===== config.mk =====
export PLATFORM = sky130hd
export DESIGN_NAME = complementary_tilt_filter_top
export DESIGN_NICKNAME = d
export VERILOG_FILES = /design/src/ctf_pkg.sv /design/src/complementary_tilt_filter_top.sv
export SDC_FILE = /design/constraint.sdc
export NUM_CORES = 2
export LEC_CHECK = 0
export ABC_AREA = 1
export BUFFER_PORTS_ARGS = -buffer_cell sky130_fd_sc_hd__buf_2
export CORE_ASPECT_RATIO = 2
export CORE_UTILIZATION = 65
export DETAILED_ROUTE_END_ITERATION = 10
export PLACE_DENSITY_LB_ADDON = 0.05
export SLEW_MARGIN = 20
export SYNTH_ARGS = -nofsm -noshare
export SYNTH_HDL_FRONTEND = slang
export SYNTH_SLANG_ARGS = --single-unit
export TNS_END_PERCENT = 100

===== constraint.sdc =====
create_clock -name clk_i -period 9.3 [get_ports clk_i]
set_input_delay 1.86 -clock clk_i [delete_from_list [all_inputs] [get_ports clk_i]]
set_output_delay 1.86 -clock clk_i [all_outputs]
set_load 0.1 [all_outputs]

===== src/ctf_pkg.sv =====
`default_nettype none
// ----------------------------------------------------------------------------
// Complementary tilt filter package
// Shared constants, register indexes, sequencer states and arctangent table.
// ----------------------------------------------------------------------------
package ctf_pkg;

  localparam int unsigned ARCTAN_STEPS = 16;
  localparam int unsigned TABLE_LEN    = 24;
  localparam int unsigned CORDIC_STEPS = (ARCTAN_STEPS < TABLE_LEN) ? ARCTAN_STEPS : TABLE_LEN;
  localparam int unsigned ITER_W       = (CORDIC_STEPS > 1) ? $clog2(CORDIC_STEPS) : 1;
  localparam int unsigned TAB_IDX_W    = 5;
  localparam int unsigned TAB_W        = 22;

  localparam int unsigned CX_W   = 35;  // cordic x/y datapath
  localparam int unsigned CZ_W   = 25;  // cordic angle accumulator
  localparam int unsigned ZCL_W  = 23;  // clamped magnitude
  localparam int unsigned MA_W   = 34;  // multiplier operand a
  localparam int unsigned MB_W   = 18;  // multiplier operand b
  localparam int unsigned PROD_W = MA_W + MB_W;

  localparam logic [ZCL_W-1:0] NINETY_DEG  = ZCL_W'(5898240);
  localparam logic [15:0]      SAMPLE_PERIOD_RST = 16'd6554;
  localparam logic [15:0]      GYRO_WEIGHT_RST   = 16'd62259;
  localparam logic [16:0]      ONE_Q16     = 17'h10000;
  localparam logic [PROD_W:0]  ROUND_HALF  = (PROD_W+1)'(32768);

  typedef enum logic {
    REG_SAMPLE_PERIOD = 1'b0,
    REG_GYRO_WEIGHT   = 1'b1
  } reg_idx_e;

  typedef enum logic [3:0] {
    S_IDLE,
    S_LOAD,
    S_ITER,
    S_ANGLE,
    S_MSTEP,
    S_GYRO,
    S_MGW,
    S_MTW,
    S_SUM
  } state_e;

  function automatic logic [TAB_W-1:0] atan_deg(input logic [TAB_IDX_W-1:0] idx);
    logic [TAB_W-1:0] v;
    case (idx)
      5'd0:    v = TAB_W'(2949120);
      5'd1:    v = TAB_W'(1740967);
      5'd2:    v = TAB_W'(919879);
      5'd3:    v = TAB_W'(466945);
      5'd4:    v = TAB_W'(234379);
      5'd5:    v = TAB_W'(117304);
      5'd6:    v = TAB_W'(58666);
      5'd7:    v = TAB_W'(29335);
      5'd8:    v = TAB_W'(14668);
      5'd9:    v = TAB_W'(7334);
      5'd10:   v = TAB_W'(3667);
      5'd11:   v = TAB_W'(1833);
      5'd12:   v = TAB_W'(917);
      5'd13:   v = TAB_W'(458);
      5'd14:   v = TAB_W'(229);
      5'd15:   v = TAB_W'(115);
      5'd16:   v = TAB_W'(57);
      5'd17:   v = TAB_W'(29);
      5'd18:   v = TAB_W'(14);
      5'd19:   v = TAB_W'(7);
      5'd20:   v = TAB_W'(4);
      5'd21:   v = TAB_W'(2);
      5'd22:   v = TAB_W'(1);
      default: v = '0;
    endcase
    return v;
  endfunction

endpackage
`default_nettype wire


===== src/complementary_tilt_filter_top.sv =====
`default_nettype none
// ----------------------------------------------------------------------------
// Complementary tilt filter
// Each input beat runs two arctangents on the shared CORDIC unit (load,
// iterate and angle for each axis), then six products on the shared multiplier
// (two axes); the result then waits in S_SUM until the output is free. A new
// beat is taken only in S_IDLE, once the previous result has been registered.
// Reset: asynchronous, active low; angles clear to zero, dt to 0.1 s, w 0.95.
// ----------------------------------------------------------------------------
// Fuses accelerometer tilt (CORDIC arctangent) with integrated gyro rates.
// ----------------------------------------------------------------------------
module complementary_tilt_filter_top (
  input  wire logic        clk_i,
  input  wire logic        rst_ni,
  input  wire logic        cfg_we_i,
  input  wire logic        cfg_idx_i,
  input  wire logic [15:0] cfg_data_i,
  input  wire logic        in_valid_i,
  output logic             in_ready_o,
  input  wire logic signed [15:0] accel_x_i,
  input  wire logic signed [15:0] accel_y_i,
  input  wire logic signed [15:0] accel_z_i,
  input  wire logic signed [31:0] rate_x_i,
  input  wire logic signed [31:0] rate_y_i,
  output logic             out_valid_o,
  input  wire logic        out_ready_i,
  output logic signed [31:0] pitch_angle_o,
  output logic signed [31:0] bank_angle_o
);

  localparam int unsigned CX_W   = ctf_pkg::CX_W;
  localparam int unsigned CZ_W   = ctf_pkg::CZ_W;
  localparam int unsigned ZCL_W  = ctf_pkg::ZCL_W;
  localparam int unsigned MA_W   = ctf_pkg::MA_W;
  localparam int unsigned MB_W   = ctf_pkg::MB_W;
  localparam int unsigned PROD_W = ctf_pkg::PROD_W;
  localparam int unsigned ITER_W = ctf_pkg::ITER_W;

  ctf_pkg::state_e state_q, state_d;

  logic [15:0] dt_q, w_q;
  logic        sel_q;
  logic [ITER_W-1:0] iter_q;

  logic signed [15:0] ax_q, ay_q, az_q;
  logic signed [31:0] rx_q, ry_q;

  logic signed [CX_W-1:0] cx_q, cy_q;
  logic signed [CZ_W-1:0] cz_q;

  logic signed [31:0] fused_pitch_q, fused_bank_q, tilt_pitch_q, tilt_bank_q;
  logic signed [PROD_W-1:0] prod_q, acc_q;
  logic signed [MA_W-1:0]   gyro_q;

  logic               out_valid_q;
  logic signed [31:0] pitch_out_q, bank_out_q;

  // control decode
  logic iter_last, out_free, accept_in;

  // arctangent operands
  logic signed [15:0] num;
  logic signed [16:0] num_x, den_x, an_x, ad_x;
  logic               az_nz, neg;

  // cordic step
  logic signed [CX_W-1:0] sx, sy;
  logic signed [CZ_W-1:0] tab;

  // angle finalize
  logic [ZCL_W-1:0]   zcl;
  logic signed [31:0] tilt_new;

  // blend datapath
  logic signed [31:0]     angle_sel, rate_sel, tilt_sel;
  logic signed [MA_W-1:0] mul_a;
  logic signed [MB_W-1:0] mul_b;
  logic signed [PROD_W-1:0] prod;
  logic signed [PROD_W:0]   step_r, sum_r;
  logic signed [PROD_W-16:0] sum_sh;
  logic signed [31:0]       blend_res;

  assign iter_last = (iter_q == ITER_W'(ctf_pkg::CORDIC_STEPS - 1));
  assign out_free  = !out_valid_q || out_ready_i;
  assign accept_in = in_valid_i && in_ready_o;

  // ---------------- arctangent operands ----------------
  assign num   = sel_q ? ay_q : ax_q;
  assign num_x = {num[15], num};
  assign den_x = -{az_q[15], az_q};
  assign an_x  = num_x[16] ? -num_x : num_x;
  assign ad_x  = den_x[16] ? -den_x : den_x;
  assign az_nz = (az_q != '0);
  assign neg   = (num_x[16] ^ den_x[16]) ^ sel_q;

  // ---------------- cordic step ----------------
  assign sx  = cx_q >>> iter_q;
  assign sy  = cy_q >>> iter_q;
  assign tab = $signed({{(CZ_W-ctf_pkg::TAB_W){1'b0}},
                        ctf_pkg::atan_deg(ctf_pkg::TAB_IDX_W'(iter_q))});

  // ---------------- angle finalize ----------------
  always_comb begin
    if (cz_q[CZ_W-1]) begin
      zcl = '0;
    end else if (cz_q > $signed({{(CZ_W-ZCL_W){1'b0}}, ctf_pkg::NINETY_DEG})) begin
      zcl = ctf_pkg::NINETY_DEG;
    end else begin
      zcl = cz_q[ZCL_W-1:0];
    end
    if (num == '0) begin
      tilt_new = '0;
    end else if (neg) begin
      tilt_new = -$signed({{(32-ZCL_W){1'b0}}, zcl});
    end else begin
      tilt_new = $signed({{(32-ZCL_W){1'b0}}, zcl});
    end
  end

  // ---------------- shared multiplier ----------------
  assign angle_sel = sel_q ? fused_bank_q : fused_pitch_q;
  assign rate_sel  = sel_q ? rx_q : ry_q;
  assign tilt_sel  = sel_q ? tilt_bank_q : tilt_pitch_q;

  always_comb begin
    case (state_q)
      ctf_pkg::S_MGW: begin
        mul_a = gyro_q;
        mul_b = $signed({2'b00, w_q});
      end
      ctf_pkg::S_MTW: begin
        mul_a = MA_W'(tilt_sel);
        mul_b = $signed({1'b0, 17'(ctf_pkg::ONE_Q16 - {1'b0, w_q})});
      end
      default: begin
        mul_a = MA_W'(rate_sel);
        mul_b = $signed({2'b00, dt_q});
      end
    endcase
  end

  assign prod   = mul_a * mul_b;
  assign step_r = $signed({prod_q[PROD_W-1], prod_q}) + $signed(ctf_pkg::ROUND_HALF);
  assign sum_r  = $signed({acc_q[PROD_W-1], acc_q}) + $signed({prod_q[PROD_W-1], prod_q})
                + $signed(ctf_pkg::ROUND_HALF);
  assign sum_sh = sum_r[PROD_W:16];

  always_comb begin
    if (sum_sh > $signed((PROD_W-15)'(32'sh7FFF_FFFF))) begin
      blend_res = 32'sh7FFF_FFFF;
    end else if (sum_sh < -$signed((PROD_W-15)'(33'sh0_8000_0000))) begin
      blend_res = 32'sh8000_0000;
    end else begin
      blend_res = sum_sh[31:0];
    end
  end

  // ---------------- sequencer ----------------
  always_comb begin
    state_d = state_q;
    case (state_q)
      ctf_pkg::S_IDLE:  if (in_valid_i) state_d = ctf_pkg::S_LOAD;
      ctf_pkg::S_LOAD:  state_d = ctf_pkg::S_ITER;
      ctf_pkg::S_ITER:  if (iter_last) state_d = ctf_pkg::S_ANGLE;
      ctf_pkg::S_ANGLE: state_d = sel_q ? ctf_pkg::S_MSTEP : ctf_pkg::S_LOAD;
      ctf_pkg::S_MSTEP: state_d = ctf_pkg::S_GYRO;
      ctf_pkg::S_GYRO:  state_d = ctf_pkg::S_MGW;
      ctf_pkg::S_MGW:   state_d = ctf_pkg::S_MTW;
      ctf_pkg::S_MTW:   state_d = ctf_pkg::S_SUM;
      ctf_pkg::S_SUM: begin
        if (!sel_q) begin
          state_d = ctf_pkg::S_MSTEP;
        end else if (out_free) begin
          state_d = ctf_pkg::S_IDLE;
        end
      end
      default: state_d = ctf_pkg::S_IDLE;
    endcase
  end

  always_comb begin
    in_ready_o = (state_q == ctf_pkg::S_IDLE);
  end

  always_ff @(posedge clk_i or negedge rst_ni) begin
    if (!rst_ni) begin
      state_q <= ctf_pkg::S_IDLE;
    end else begin
      state_q <= state_d;
    end
  end

  // ---------------- configuration ----------------
  always_ff @(posedge clk_i or negedge rst_ni) begin
    if (!rst_ni) begin
      dt_q <= ctf_pkg::SAMPLE_PERIOD_RST;
      w_q  <= ctf_pkg::GYRO_WEIGHT_RST;
    end else if (cfg_we_i) begin
      case (ctf_pkg::reg_idx_e'(cfg_idx_i))
        ctf_pkg::REG_SAMPLE_PERIOD: dt_q <= cfg_data_i;
        ctf_pkg::REG_GYRO_WEIGHT:   w_q  <= cfg_data_i;
        default: ;
      endcase
    end
  end

  // ---------------- control and state ----------------
  always_ff @(posedge clk_i or negedge rst_ni) begin
    if (!rst_ni) begin
      sel_q         <= 1'b0;
      iter_q        <= '0;
      fused_pitch_q <= '0;
      fused_bank_q  <= '0;
      tilt_pitch_q  <= '0;
      tilt_bank_q   <= '0;
      out_valid_q   <= 1'b0;
    end else begin
      if (out_valid_q && out_ready_i &&
          !(state_q == ctf_pkg::S_SUM && sel_q)) begin
        out_valid_q <= 1'b0;
      end
      case (state_q)
        ctf_pkg::S_IDLE: begin
          sel_q <= 1'b0;
        end
        ctf_pkg::S_LOAD: begin
          iter_q <= '0;
        end
        ctf_pkg::S_ITER: begin
          iter_q <= iter_q + ITER_W'(1);
        end
        ctf_pkg::S_ANGLE: begin
          if (az_nz) begin
            if (sel_q) begin
              tilt_bank_q <= tilt_new;
            end else begin
              tilt_pitch_q <= tilt_new;
            end
          end
          sel_q <= !sel_q;
        end
        ctf_pkg::S_SUM: begin
          if (!sel_q) begin
            fused_pitch_q <= blend_res;
            sel_q         <= 1'b1;
          end else if (out_free) begin
            fused_bank_q <= blend_res;
            out_valid_q  <= 1'b1;
            sel_q        <= 1'b0;
          end
        end
        default: ;
      endcase
    end
  end

  // ---------------- datapath ----------------
  always_ff @(posedge clk_i) begin
    if (accept_in) begin
      ax_q <= accel_x_i;
      ay_q <= accel_y_i;
      az_q <= accel_z_i;
      rx_q <= rate_x_i;
      ry_q <= rate_y_i;
    end
    case (state_q)
      ctf_pkg::S_LOAD: begin
        cx_q <= $signed({3'b000, ad_x[15:0], 16'h0000});
        cy_q <= $signed({3'b000, an_x[15:0], 16'h0000});
        cz_q <= '0;
      end
      ctf_pkg::S_ITER: begin
        if (!cy_q[CX_W-1]) begin
          cx_q <= cx_q + sy;
          cy_q <= cy_q - sx;
          cz_q <= cz_q + tab;
        end else begin
          cx_q <= cx_q - sy;
          cy_q <= cy_q + sx;
          cz_q <= cz_q - tab;
        end
      end
      ctf_pkg::S_MSTEP: prod_q <= prod;
      ctf_pkg::S_GYRO:  gyro_q <= MA_W'(angle_sel) + step_r[MA_W+15:16];
      ctf_pkg::S_MGW:   acc_q  <= prod;
      ctf_pkg::S_MTW:   prod_q <= prod;
      ctf_pkg::S_SUM: begin
        if (sel_q && out_free) begin
          pitch_out_q <= fused_pitch_q;
          bank_out_q  <= blend_res;
        end
      end
      default: ;
    endcase
  end

  assign out_valid_o   = out_valid_q;
  assign pitch_angle_o = pitch_out_q;
  assign bank_angle_o  = bank_out_q;

endmodule
`default_nettype wire


==> flow_summary.yaml, run 1 <==
die:
  core.rowCount: 158
  die_w_um: 219
  die_y_um: 436
  start_util: 0.658
  num_io_pins: 200
synthesis:
  synth_flop_cell: "edfxtp_1"
  synth_warnings: 0
  async_reset_ff_frac: 0.294
  synth_cell_types: 65
  synth_area_mm2: 0.0611
  synth_fp_nets: 8930
  synthCells: 7879
  synth-edff-count: 409
  seq_area_frac_synth: 0.271
  synth.avg_cell_area_um2: 7.75
  ys_ff_latch: 579
global_routing:
  grt_pass1_wl_mm: 384
  grt.total_usage: 0.551
  grt_pass1_vias: 63500
  grt_max_degree: 99
  gr-total-overflow: 51
clocking:
  ctsHtreeMaxLevel: 2
  cts_resized: 0
  cts_setup_buffers: 0
  cts_buffer_depth: 3
  clk_root_buffer_cell: "clkbuf_16"
  ctsHoldBuffers: 0
  cts_buffers: 53
  cts_sinks: 579
place:
  dpl.hpwl_mm: 185
  dpl_worst_slack_ns: 0.718
  place.gp.congestion: 1.09
  port_buffers: 199
status:
  stop_stage: "global routing (5_1_grt)"
  error_line: "[ERROR GRT-0116] Global routing finished with congestion. Check the congestion regions in the DRC Viewer."
  status: "stopped before the end"
## synthesized netlist by cell type (all sizes together) (11+ instances only)
master,n,area (µm²)
inv,1243,4670
nand4,76,475
nand2,2062,7870
dfrtp,153,3830
dfstp,17,447
or2,26,163
xor2,168,1470
a21oi,390,1960
fa,555,11100
a31oi,58,394
xnor2,84,736
nor3,80,442
nand3,415,2140
a21o,26,195
o211ai,17,128
nand3b,12,90.1
nor2,811,3100
clkbuf,117,439
nor4,22,150
o21a,47,353
buf,134,785
o21bai,21,158
o21ai,485,2490
ha,362,4530
edfxtp,409,12300
o22ai,11,68.8
## per-layer routing
| metal | GRT overflow | GRT usage |
|---|---|---|
| met1 | 0 | 0.509 |
| met3 | 1 | 0.247 |
| met2 | 33 | 0.841 |
| met5 | 0 | 0.0510 |
| met4 | 17 | 0.608 |
## stage by stage
step	instance area, µm²	hold WS, ns	util	cells
after floorplan	61100	0.444	-	7879
after global placement	63400	0.455	0.682	9141
after detailed placement	63400	0.462	0.682	9141
after CTS	65300	0.474	0.703	9240
## kinds of logic after synthesis
| group | count (synthesis) | share of synthesized area |
|---|---|---|
| flops | 579 | 0.271 |
| buf+inv | 1501 | 0.0969 |
| fa+ha+maj | 917 | 0.256 |
| xor+xnor | 252 | 0.0361 |
| compound gates | 1109 | 0.102 |
| mux | 4 | 0.000655 |
| simple gates | 3517 | 0.238 |
==> run 2, diff against run 1 <==
--- a/config.mk
+++ b/config.mk
@@ -7,10 +7,9 @@
 export LEC_CHECK = 0
 export ABC_AREA = 1
 export BUFFER_PORTS_ARGS = -buffer_cell sky130_fd_sc_hd__buf_2
-export CORE_ASPECT_RATIO = 2
-export CORE_UTILIZATION = 65
+export CORE_UTILIZATION = 40
 export DETAILED_ROUTE_END_ITERATION = 10
-export PLACE_DENSITY_LB_ADDON = 0.05
+export PLACE_DENSITY_LB_ADDON = 0.15
 export SLEW_MARGIN = 20
 export SYNTH_ARGS = -nofsm -noshare
 export SYNTH_HDL_FRONTEND = slang
==> run 2 against run 1 <==
The flow now finishes, with violations (design-rule violations). Synthesized cell count is the same. Synthesized area unchanged.
==> flow_summary.yaml, run 2 <==
setup_path:
  slowest_delay_ns: 0.66
  crit_cells: 34
  worstReg2RegStart: "w_q[1]"
  crit_family: "adder cells"
  crit_path_end: "acc_q[49]"
  r2r_cells: 34
  rr_endpoint: "acc_q[49]"
  crit_arrival_ns: 9.04
  startpoint: "w_q[1]"
  cpMaxStageDelayCell: "inv_1"
  rrSetupSlack_ns: 0.69
  path_buf_inv: 7
  worstPathMaxFanout: 24
  start_kind: "flop"
  critical_path_required_ns: 9.73
  worstSetupPathType: "flop to flop"
  worst_setup_path_end_kind: "flop"
hold_path:
  hold_path.class: "flop to flop"
  hold_depth: 0
layout:
  fillers: 15600
  layout_common_cells: "nand2_1 (2015), inv_1 (1219), nor2_1 (786)"
  final_common_cell: "nand2_1"
  drive_gt1_frac: 0.0789
  largest_registers: "acc_q: 52 flops, prod_q: 52 flops"
  finalNetCount: 9083
  fin_area_mm2: 0.0671
  area_growth_pct: 9.78
place:
  dpl.hpwl_mm: 177
  port_buffers: 199
  place.gp.congestion: 0.990
  place_area_mm2: 0.0645
  dpl_worst_slack_ns: 0.806
clocking:
  cts_tree: "built"
  clk_pin_slew_ns: 0.06
  worst_skew_pair.late_latency_ns: 0.71
  cts_buffer_depth: 3
  cts_buffers: 75
  ctsHoldBuffers: 0
  cts_sinks: 579
  ctsHtreeMaxLevel: 3
  clk_root_buffer_cell: "clkbuf_16"
  cts_setup_buffers: 0
  cts_resized: 0
synthesis:
  synthTopCellsByArea: "edfxtp_1 (20%), fa_1 (18%), nand2_1 (12%), inv_1 (7.5%), ha_1 (7.4%)"
  synthCells: 7879
  synth_fp_nets: 8930
  yosysMostFrequentCell: "nand2_1"
  synth_area_mm2: 0.0611
  synth_flop_cell: "edfxtp_1"
  seq_area_frac_synth: 0.271
  synth.top_cells.by_count: "nand2_1 (2015), inv_1 (1222), nor2_1 (793)"
  yosysTopAreaCell: "edfxtp_1"
  synth_cell_types: 65
  synth.avg_cell_area_um2: 7.75
  synth-edff-count: 409
  synth_warnings: 0
  synth.top_cell.area_share: 0.201
  ys_ff_latch: 579
  async_reset_ff_frac: 0.294
sta:
  slew_headroom: 0.177
  drv_slew: 0
  fin_ws_ns: 0.690
  finalHoldViolCount: 0
  fin_crit_sh: 0.926
  rsz0062_at_grt: "false"
  setup_viol: 0
  period_needed_ns: 8.61
  fmax_mhz: 116
  whs_ns: 0.475
  fin_skew_ns: 0.0388
  worstMarginPinSlew_ns: 1.23
  setup_tns_ns: 0
routing:
  drc: 4
  wl_per_cell_um: 21.7
  drt-total-wl_mm: 220
  drt_iter0_markers: 5192
  postRouteAntennaNets: 0
  viasPerCell: 5.34
  via_count: 54000
  dr.pass1.iters: 11
status:
  violations: "design-rule violations"
  status: "complete, but fails checks"
die:
  start_util: 0.403
  dieArea_mm2: 0.154
  core-area_mm2: 0.152
  die_y_um: 393
  num_io_pins: 200
  die_w_um: 393
  core.rowCount: 143
global_routing:
  grt_max_degree: 107
  grt.total_usage: 0.285
  grt_pass1_vias: 53200
  gr-total-overflow: 0
  grt_pass1_wl_mm: 331
  antenna_found_initial: 4
flow_run:
  max-cap-violations: 0
-- run 2: cell counts after synthesis --
Identical to the previous run, type by type.
-- run 2: how the worst min path moves through the flow --
stage	endpoint	slack (ns)	startpoint
floorplan	tilt_pitch_q[14]	0.44	tilt_pitch_q[14]
CTS	tilt_pitch_q[7]	0.48	tilt_pitch_q[7]
global placement	tilt_pitch_q[24]	0.46	tilt_pitch_q[24]
detailed placement	tilt_pitch_q[7]	0.46	tilt_pitch_q[7]
global route	pitch_angle_o[24]	0.49	fused_pitch_q[24]
finish	pitch_angle_o[24]	0.47	fused_pitch_q[24]
-- run 2: per-stage QoR --
| stage | utilization | cells |
|---|---|---|
| 2_1_floorplan | - | 7879 |
| 3_3_place_gp | 0.425 | 9984 |
| 3_5_place_dp | 0.425 | 9984 |
| 4_1_cts | 0.442 | 10100 |
| 5_1_grt | 0.442 | 10100 |
| 6_report | 0.442 | 10100 |
-- run 2: cells by family after synthesis --
| family | share of synthesized area |
|---|---|
| AOI/OAI and AO/OA | 0.102 |
| muxes | 0.000655 |
| adders and majority gates | 0.256 |
| xor gates and xnor gates | 0.0361 |
| buffers and inverters | 0.0969 |
| DFF | 0.271 |
| and+or+nand+nor | 0.238 |
-- run 2: cell type report --
class | instances | area [µm²] | share of cell area
antenna | 1 | 2.50 | 0.0000373
clock buffer | 100 | 2040 | 0.0304
clock inverter | 39 | 453 | 0.00675
inverter | 1250 | 4700 | 0.0700
multi-input combinational | 5799 | 38800 | 0.578
sequential | 579 | 16600 | 0.247
tap | 2030 | 2540 | 0.0379
timing repair buffer | 327 | 2010 | 0.0300
-- run 2: metal layers --
layer / up-vias / global-route usage / wire length (µm)
met2: 1924 / 0.429 / 93200
met4: 2 / 0.0635 / 5110
li1: 25500 / - / -
met1: 26400 / 0.415 / 103000
met5: - / 0 / 9
met3: 250 / 0.0634 / 18400
Power of run 2 is left out: the tool's default activity adds up to more than one toggle a clock period on the data nets, which glitch-free logic cannot reach.
